`src/hdl/sep_pkg.sv`:
```
// Shared types, constants and rounding helpers for the planar pose-error Jacobian block.
// No dependencies; used by every module under hdl/.
`timescale 1ns / 1ps
`default_nettype none

package sep_pkg;

    localparam int CORDIC_STAGES = 16;
    localparam int ATAN_LEN      = 24;
    localparam int NUM_CELLS     = (CORDIC_STAGES > ATAN_LEN) ? ATAN_LEN : CORDIC_STAGES;

    localparam logic signed [31:0] GAIN_Q30    = 32'sd652032874;
    localparam logic signed [31:0] PI_Q28      = 32'sd843314857;
    localparam logic signed [31:0] TWO_PI_Q28  = 32'sd1686629714;
    localparam logic signed [31:0] HALF_PI_Q28 = 32'sd421657428;
    localparam logic signed [47:0] ONE_Q16     = 48'sd65536;

    localparam logic [1:0] ROW0 = 2'd0;
    localparam logic [1:0] ROW1 = 2'd1;
    localparam logic [1:0] ROW2 = 2'd2;

    typedef struct packed {
        logic signed [31:0] p1_x;
        logic signed [31:0] p1_y;
        logic signed [15:0] p1_angle;
        logic signed [31:0] p2_x;
        logic signed [31:0] p2_y;
        logic signed [15:0] constraint_angle;
    } pose_t;

    typedef struct packed {
        logic [1:0]         row_index;
        logic signed [47:0] first_col0;
        logic signed [47:0] first_col1;
        logic signed [47:0] first_col2;
        logic signed [47:0] second_col0;
        logic signed [47:0] second_col1;
        logic signed [47:0] second_col2;
        logic               last_row;
    } rows_t;

    typedef struct packed {
        logic signed [31:0] x;
        logic signed [31:0] y;
        logic signed [31:0] z;
        logic               neg;
    } rot_t;

    typedef struct packed {
        rot_t               a1;
        rot_t               ad;
        logic signed [32:0] dx;
        logic signed [32:0] dy;
    } chain_t;

    function automatic logic signed [31:0] atan_q28(input logic [4:0] idx);
        logic signed [31:0] r;
        begin
            case (idx)
                5'd0:    r = 32'sd210828714;
                5'd1:    r = 32'sd124459457;
                5'd2:    r = 32'sd65760959;
                5'd3:    r = 32'sd33381290;
                5'd4:    r = 32'sd16755422;
                5'd5:    r = 32'sd8385879;
                5'd6:    r = 32'sd4193963;
                5'd7:    r = 32'sd2097109;
                5'd8:    r = 32'sd1048571;
                5'd9:    r = 32'sd524287;
                5'd10:   r = 32'sd262144;
                5'd11:   r = 32'sd131072;
                5'd12:   r = 32'sd65536;
                5'd13:   r = 32'sd32768;
                5'd14:   r = 32'sd16384;
                5'd15:   r = 32'sd8192;
                5'd16:   r = 32'sd4096;
                5'd17:   r = 32'sd2048;
                5'd18:   r = 32'sd1024;
                5'd19:   r = 32'sd512;
                5'd20:   r = 32'sd256;
                5'd21:   r = 32'sd128;
                5'd22:   r = 32'sd64;
                5'd23:   r = 32'sd32;
                default: r = 32'sd0;
            endcase
            return r;
        end
    endfunction

    // round half away from zero, shift 16, clamp to +-1.0 in Q1.14
    function automatic logic signed [15:0] rnd16_clamp(input logic signed [31:0] v);
        logic signed [32:0] w;
        logic signed [32:0] t;
        begin
            w = {v[31], v};
            if (!v[31])
                t = (w + 33'sd32768) >>> 16;
            else
                t = -((-w + 33'sd32768) >>> 16);
            if (t > 33'sd16384)
                t = 33'sd16384;
            else if (t < -33'sd16384)
                t = -33'sd16384;
            return t[15:0];
        end
    endfunction

    function automatic logic signed [19:0] rnd12(input logic signed [31:0] v);
        logic signed [32:0] w;
        logic signed [32:0] t;
        begin
            w = {v[31], v};
            if (!v[31])
                t = (w + 33'sd2048) >>> 12;
            else
                t = -((-w + 33'sd2048) >>> 12);
            return t[19:0];
        end
    endfunction

    function automatic logic signed [37:0] rnd28(input logic signed [65:0] v);
        logic signed [66:0] w;
        logic signed [66:0] t;
        begin
            w = {v[65], v};
            if (!v[65])
                t = (w + 67'sd134217728) >>> 28;
            else
                t = -((-w + 67'sd134217728) >>> 28);
            return t[37:0];
        end
    endfunction

endpackage

`default_nettype wire

```
`src/hdl/sep_cordic_cell.sv`:
```
// One CORDIC rotation cell, applied to both headings at once; forwards the position deltas.
// Depends on sep_pkg.
`timescale 1ns / 1ps
`default_nettype none

module sep_cordic_cell (
    input  wire logic               clk,
    input  wire logic               rst_n,
    input  wire logic               en,
    input  wire logic               in_valid,
    input  wire sep_pkg::chain_t    in_data,
    input  wire logic [4:0]         shift,
    input  wire logic signed [31:0] atan,
    output logic                    out_valid,
    output sep_pkg::chain_t         out_data
);

    logic            valid_reg;
    sep_pkg::chain_t data_reg;
    sep_pkg::chain_t data_next;

    function automatic sep_pkg::rot_t rotate(input sep_pkg::rot_t r,
                                             input logic [4:0] sh,
                                             input logic signed [31:0] at);
        sep_pkg::rot_t o;
        logic signed [31:0] ddx;
        logic signed [31:0] ddy;
        begin
            ddx = r.y >>> sh;
            ddy = r.x >>> sh;
            o.neg = r.neg;
            if (!r.z[31])
            begin
                o.x = r.x - ddx;
                o.y = r.y + ddy;
                o.z = r.z - at;
            end
            else
            begin
                o.x = r.x + ddx;
                o.y = r.y - ddy;
                o.z = r.z + at;
            end
            return o;
        end
    endfunction

    always_comb
    begin
        data_next    = in_data;
        data_next.a1 = rotate(in_data.a1, shift, atan);
        data_next.ad = rotate(in_data.ad, shift, atan);
    end

    always_ff @(posedge clk or negedge rst_n)
    begin
        if (!rst_n)
            valid_reg <= 1'b0;
        else if (en)
            valid_reg <= in_valid;
    end

    always_ff @(posedge clk)
    begin
        if (en)
            data_reg <= data_next;
    end

    assign out_valid = valid_reg;
    assign out_data  = data_reg;

endmodule

`default_nettype wire

```
`config.mk`:
```
export PLATFORM = sky130hd
export DESIGN_NAME = sep_cordic_cell
export DESIGN_NICKNAME = d
export VERILOG_FILES = /design/src/hdl/sep_pkg.sv /design/src/hdl/sep_cordic_cell.sv
export SDC_FILE = /design/constraint.sdc
export NUM_CORES = 1
export LEC_CHECK = 0
export BUFFER_PORTS_ARGS = -buffer_cell sky130_fd_sc_hd__buf_4
export CORE_ASPECT_RATIO = 1.75
export CORE_UTILIZATION = 40
export CTS_CLUSTER_DIAMETER = 200
export DETAILED_ROUTE_END_ITERATION = 7
export PLACE_DENSITY_LB_ADDON = 0.08
export SETUP_SLACK_MARGIN = 0.1
export SLEW_MARGIN = 20
export SYNTH_ARGS = -nofsm -noshare
export SYNTH_HDL_FRONTEND = slang
export SYNTH_SLANG_ARGS = --single-unit
```
`constraint.sdc`:
```
create_clock -name clk -period 1.3 [get_ports clk]
set_clock_uncertainty 0.1 [all_clocks]
set_input_delay 0.195 -clock clk [delete_from_list [all_inputs] [get_ports clk]]
set_output_delay 0.195 -clock clk [all_outputs]
set_load 0.05 [all_outputs]
```
==> results of run 1 <==
## metrics by stage
step / cells / setup slack (ns) / hold slack [ns]
floorplan: 3117 / -3.92 / -0.201
global placement: 5897 / -4.81 / -0.130
detailed placement: 5897 / -4.82 / -0.125
CTS: 6139 / -3.52 / -0.201
## repair_timing
action	in CTS
gates cloned	5
setup endpoints to repair	451
setup buffers	131
endpoints found under the hold margin	101
hold buffers	76
resized for setup	428
pin swaps	205
## metal layers
layer  GRT usage, %  GRT overflow
met4           88.9           291
met1           77.3             5
met2           99.7           529
met5           20.9             2
met3           64.7            20
## cell families after synthesis
group                    Yosys count
buffers and inverters            227
AO/OA/AOI/OAI                    887
flip-flops                       261
multiplexers                     312
adder cells (fa/ha/maj)          211
XOR/XNOR                         334
AND/OR/NAND/NOR                  885
==> impl_metrics.env, run 1 <==
export IMPL_outcome="did not finish"
export IMPL_haltStage="5_1_grt"
export IMPL_first_error="[ERROR GRT-0232] Routing congestion too high. Check the congestion heatmap in the GUI."
export IMPL_synthCells=3117
export IMPL_clock_sinks=261
export IMPL_endpoint_type="register input"
export IMPL_yosysMostFrequentCell="nor2_1"
export IMPL_muxShareOfSynthArea_pct=16.7
export IMPL_synthArstFlopShare_pct=0.383
export IMPL_yosysTopAreaCell="edfxtp_1"
export IMPL_grt_start_max_net_pins=61
export IMPL_place_congestion=1.07
export IMPL_avgSynthCellArea_um2=9.51
export IMPL_syn_nets=3629
export IMPL_start_util_pct=40.6
export IMPL_cts_buffers=26
export IMPL_dieWidth_um=208
export IMPL_cts_root_buffer="clkbuf_16"
export IMPL_grt_worst_endpoint="out_data[259]$_DFFE_PP_/D"
export IMPL_synth_compound_area_share_pct=19.8
export IMPL_synth_xor_area_share_pct=9.87
export IMPL_synthSimpleGateAreaFrac_pct=14.4
export IMPL_synthTopCellsByCount="289 x nor2_1, 260 x edfxtp_1, 256 x a21oi_1, 235 x nand2_1, 205 x ha_1"
export IMPL_grt_overflow=847
export IMPL_clk_path_buf_depth=3
export IMPL_io_buffers=561
export IMPL_ys_seq_area_share_pct=26.4
export IMPL_synthesis_area_um2=29600
export IMPL_dp_hpwl_um=144000
export IMPL_die_h_um=362
export IMPL_yosysWarnings=0
export IMPL_synth_seq_cells=261
export IMPL_synth_top_family_by_area="compound AO/OA/AOI/OAI gates"
export IMPL_synthDominantCellAreaShare_pct=26.3
export IMPL_boundaryPins=562
export IMPL_synth_main_ff_cell="edfxtp_1"
export IMPL_synthAdderAreaFrac_pct=9.06
export IMPL_grtUsageTotal_pct=80.8
export IMPL_synth_cell_types=105
export IMPL_synth_area_top_cells="edfxtp_1 26%, mux4_2 9.9%, ha_1 8.7%"
export IMPL_rows=131
export IMPL_htree_levels=1
export IMPL_synth_edf_count=260
export IMPL_dpl_instance_area_um2=46600
==> run 2, diff against run 1 <==
Settings changed: CORE_ASPECT_RATIO 1.75 to default, CORE_UTILIZATION 40 to 25, CTS_CLUSTER_DIAMETER 200 to default, PLACE_DENSITY_LB_ADDON 0.08 to 0.15, SETUP_SLACK_MARGIN 0.1 to default.
==> run 2 against run 1 <==
The flow now finishes, with violations (negative hold slack, negative setup slack). Synthesized cell count stayed put. Synthesized area stayed put.
==> impl_metrics.env, run 2 <==
export IMPL_path_class="input port to register"
export IMPL_fin_crit_sh_pct=376
export IMPL_pre_cts_ws_ns=-4.52
export IMPL_layout_common_cells="2036 x buf_4, 260 x edfxtp_1, 239 x nor2_1, 216 x nand2_1, 184 x ha_1"
export IMPL_relSlewSlack_pct=52.3
export IMPL_clock_sinks=261
export IMPL_finalHoldViolCount=8
export IMPL_drtIter0Drc=2257
export IMPL_rows=125
export IMPL_ys_seq_area_share_pct=26.4
export IMPL_critical_path_required_ns=1.55
export IMPL_arrival_ns=5.13
export IMPL_r2r_cells=1
export IMPL_synth_edf_count=260
export IMPL_die_h_um=346
export IMPL_worst_setup_path_end_kind="register"
export IMPL_p_leak_uw=0.0239
export IMPL_largest_reg_flops=260
export IMPL_finalSetupViolCount=451
export IMPL_grt_overflow=0
export IMPL_synthArstFlopShare_pct=0.383
export IMPL_yosysWarnings=0
export IMPL_routed_wl_um=156000
export IMPL_synthTopCellsByCount="289 x nor2_1, 260 x edfxtp_1, 256 x a21oi_1, 235 x nand2_1, 205 x ha_1"
export IMPL_cts_root_buffer="clkbuf_16"
export IMPL_yosysTopAreaCell="edfxtp_1"
export IMPL_cts_buffers=36
export IMPL_dr_pass1_iters=6
export IMPL_powerDensity_nw_per_um2=1150
export IMPL_period_minus_slack_ns=4.88
export IMPL_outcome="complete, but fails checks"
export IMPL_synth_cell_types=105
export IMPL_synthesis_area_um2=29600
export IMPL_htree_levels=2
export IMPL_yosysMostFrequentCell="nor2_1"
export IMPL_dieWidth_um=346
export IMPL_viasPerCell=5.03
export IMPL_boundaryPins=562
export IMPL_avgSynthCellArea_um2=9.51
export IMPL_core_um2=117000
export IMPL_cts_clk_slew_worst_paths_ns=0.06
export IMPL_vdd_drop_max_v=0.00121
export IMPL_finalPower_uw=61200
export IMPL_holdPathStages=2
export IMPL_syn_nets=3629
export IMPL_grt_pass1_vias=34345
export IMPL_antenna_left=0
export IMPL_synthDominantCellAreaShare_pct=26.3
export IMPL_slew_viol_final=0
export IMPL_post_drt_wl_per_cell_um=23.0
export IMPL_grt_pass1_wl_um=226000
export IMPL_num_nets_final=5770
export IMPL_syn_to_final_growth_pct=79.9
export IMPL_synth_seq_cells=261
export IMPL_layout_commonest_cell="buf_4"
export IMPL_cts_tree="done"
export IMPL_dr_total_vias=34266
export IMPL_antenna_found_initial=5
export IMPL_critical_path_max_fanout=6
export IMPL_cts_hold_buf=76
export IMPL_dieArea_um2=120000
export IMPL_synthCells=3117
export IMPL_synth_main_ff_cell="edfxtp_1"
export IMPL_cp_start_kind="input port"
export IMPL_start_util_pct=25.4
export IMPL_hp_class="input port to register"
export IMPL_clk_path_buf_depth=3
export IMPL_io_buffers=561
export IMPL_rsz0062_at_grt="yes"
export IMPL_place_congestion=0.989
export IMPL_timing_hold_ws_ns=-0.137
export IMPL_worst_pin_slew_ns=0.716
export IMPL_synth_area_top_cells="edfxtp_1 26%, mux4_2 9.9%, ha_1 8.7%"
export IMPL_setup_ws_ns=-3.58
export IMPL_cap_violations=0
export IMPL_grt_start_max_net_pins=29
export IMPL_drive_gt1_share_pct=56.0
export IMPL_violations="negative hold slack, negative setup slack"
export IMPL_fin_tns_setup_ns=-477.74
export IMPL_drc=0
export IMPL_grtUsageTotal_pct=25.1
export IMPL_dp_hpwl_um=129000
export IMPL_insertion_delay_ns=0.58
export IMPL_max_freq_mhz=205
[run 2: report_power, final]
group / leakage [uW] / internal, uW / switching, uW / total (uW)
clock: 0.000564 / 6170 / 4050 / 10200
sequential: 0.00256 / 11800 / 582 / 12400
combinational: 0.0207 / 17500 / 21000 / 38500
[run 2: worst max-delay path, stage by stage]
cell       delay, ns
buf_16          0.12
bufbuf_16       0.29
buf_4           0.13
mux4_2          0.51
nand2_1         0.08
o21ai_1         0.05
mux4_2          0.52
a2111oi_4       0.23
and3_4          0.29
a21oi_2         0.07
xor2_1          0.19
ha_1            0.35
a21oi_2         0.15
o21ai_1         0.12
a31o_4          0.23
a31o_4          0.23
a31o_4          0.22
a221oi_4        0.39
a21oi_2         0.12
o221a_2         0.31
o41ai_2         0.23
xnor2_1         0.09
[run 2: worst paths after layout]
check / from / endpoint / slack, ns
setup / recovery: shift[0] / out_data[259]$_DFFE_PP_ / -3.58
hold reg to reg: out_valid$_DFFE_PN0P_ / out_valid$_DFFE_PN0P_ / 0.42
hold / removal: in_data[131] / out_data[131]$_DFFE_PP_ / -0.14
setup reg to reg: out_valid$_DFFE_PN0P_ / out_valid$_DFFE_PN0P_ / 0.46
min in group asynchronous: rst_n / out_valid$_DFFE_PN0P_ / 0.35
max in group asynchronous: rst_n / out_valid$_DFFE_PN0P_ / 0.64
[run 2: area by class of cell]
| type | count | area, um^2 |
|---|---|---|
| multi-input combinational | 2629 | 23800 |
| clock inverter | 14 | 221 |
| timing repair buffer | 2259 | 18300 |
| inverter | 71 | 269 |
| tap | 1524 | 1910 |
| clock buffer | 48 | 956 |
| antenna | 2 | 5.00 |
| sequential | 261 | 7830 |
| fill | 11421 | 63500 |
[run 2: routing by layer]
| layer | track usage [%] | vias to the layer above | part of all wire [%] |
|---|---|---|---|
| met5 | 0 | - | 0.016 |
| met4 | 7.07 | 6 | 3.2 |
| met3 | 3.69 | 236 | 5.9 |
| met2 | 42.6 | 1159 | 48 |
| met1 | 32.9 | 16622 | 43 |
| li1 | - | 16243 | - |
[run 2: per-stage QoR]
| step | area [um^2] | utilization, % | hold slack [ns] | std cells |
|---|---|---|---|---|
| finish | 53300 | 45.7 | -0.137 | 6808 |
| global route | 53300 | 45.7 | -0.150 | 6807 |
| CTS | 51700 | 44.2 | -0.165 | 6733 |
| detailed placement | 47600 | 40.8 | -0.128 | 6501 |
| global placement | 47600 | 40.8 | -0.129 | 6501 |
| floorplan | 31300 | - | -0.201 | 3117 |
[run 2: logic make-up after synthesis]
group	count (synthesis)	synth area share, %
muxes	312	16.7
DFF	261	26.4
and+or+nand+nor	885	14.4
xor gates and xnor gates	334	9.87
adders and majority gates	211	9.06
AOI/OAI and AO/OA	887	19.8
buffers and inverters	227	3.81
[run 2: repair_timing]
item	CTS	global route
hold endpoints to repair	98	9
setup endpoints to repair	450	451
pin swaps	158	233
cloned	7	1
setup buffers	94	84
gates resized for setup	285	253
No activity file was read; power rests on OpenSTA's default activity.
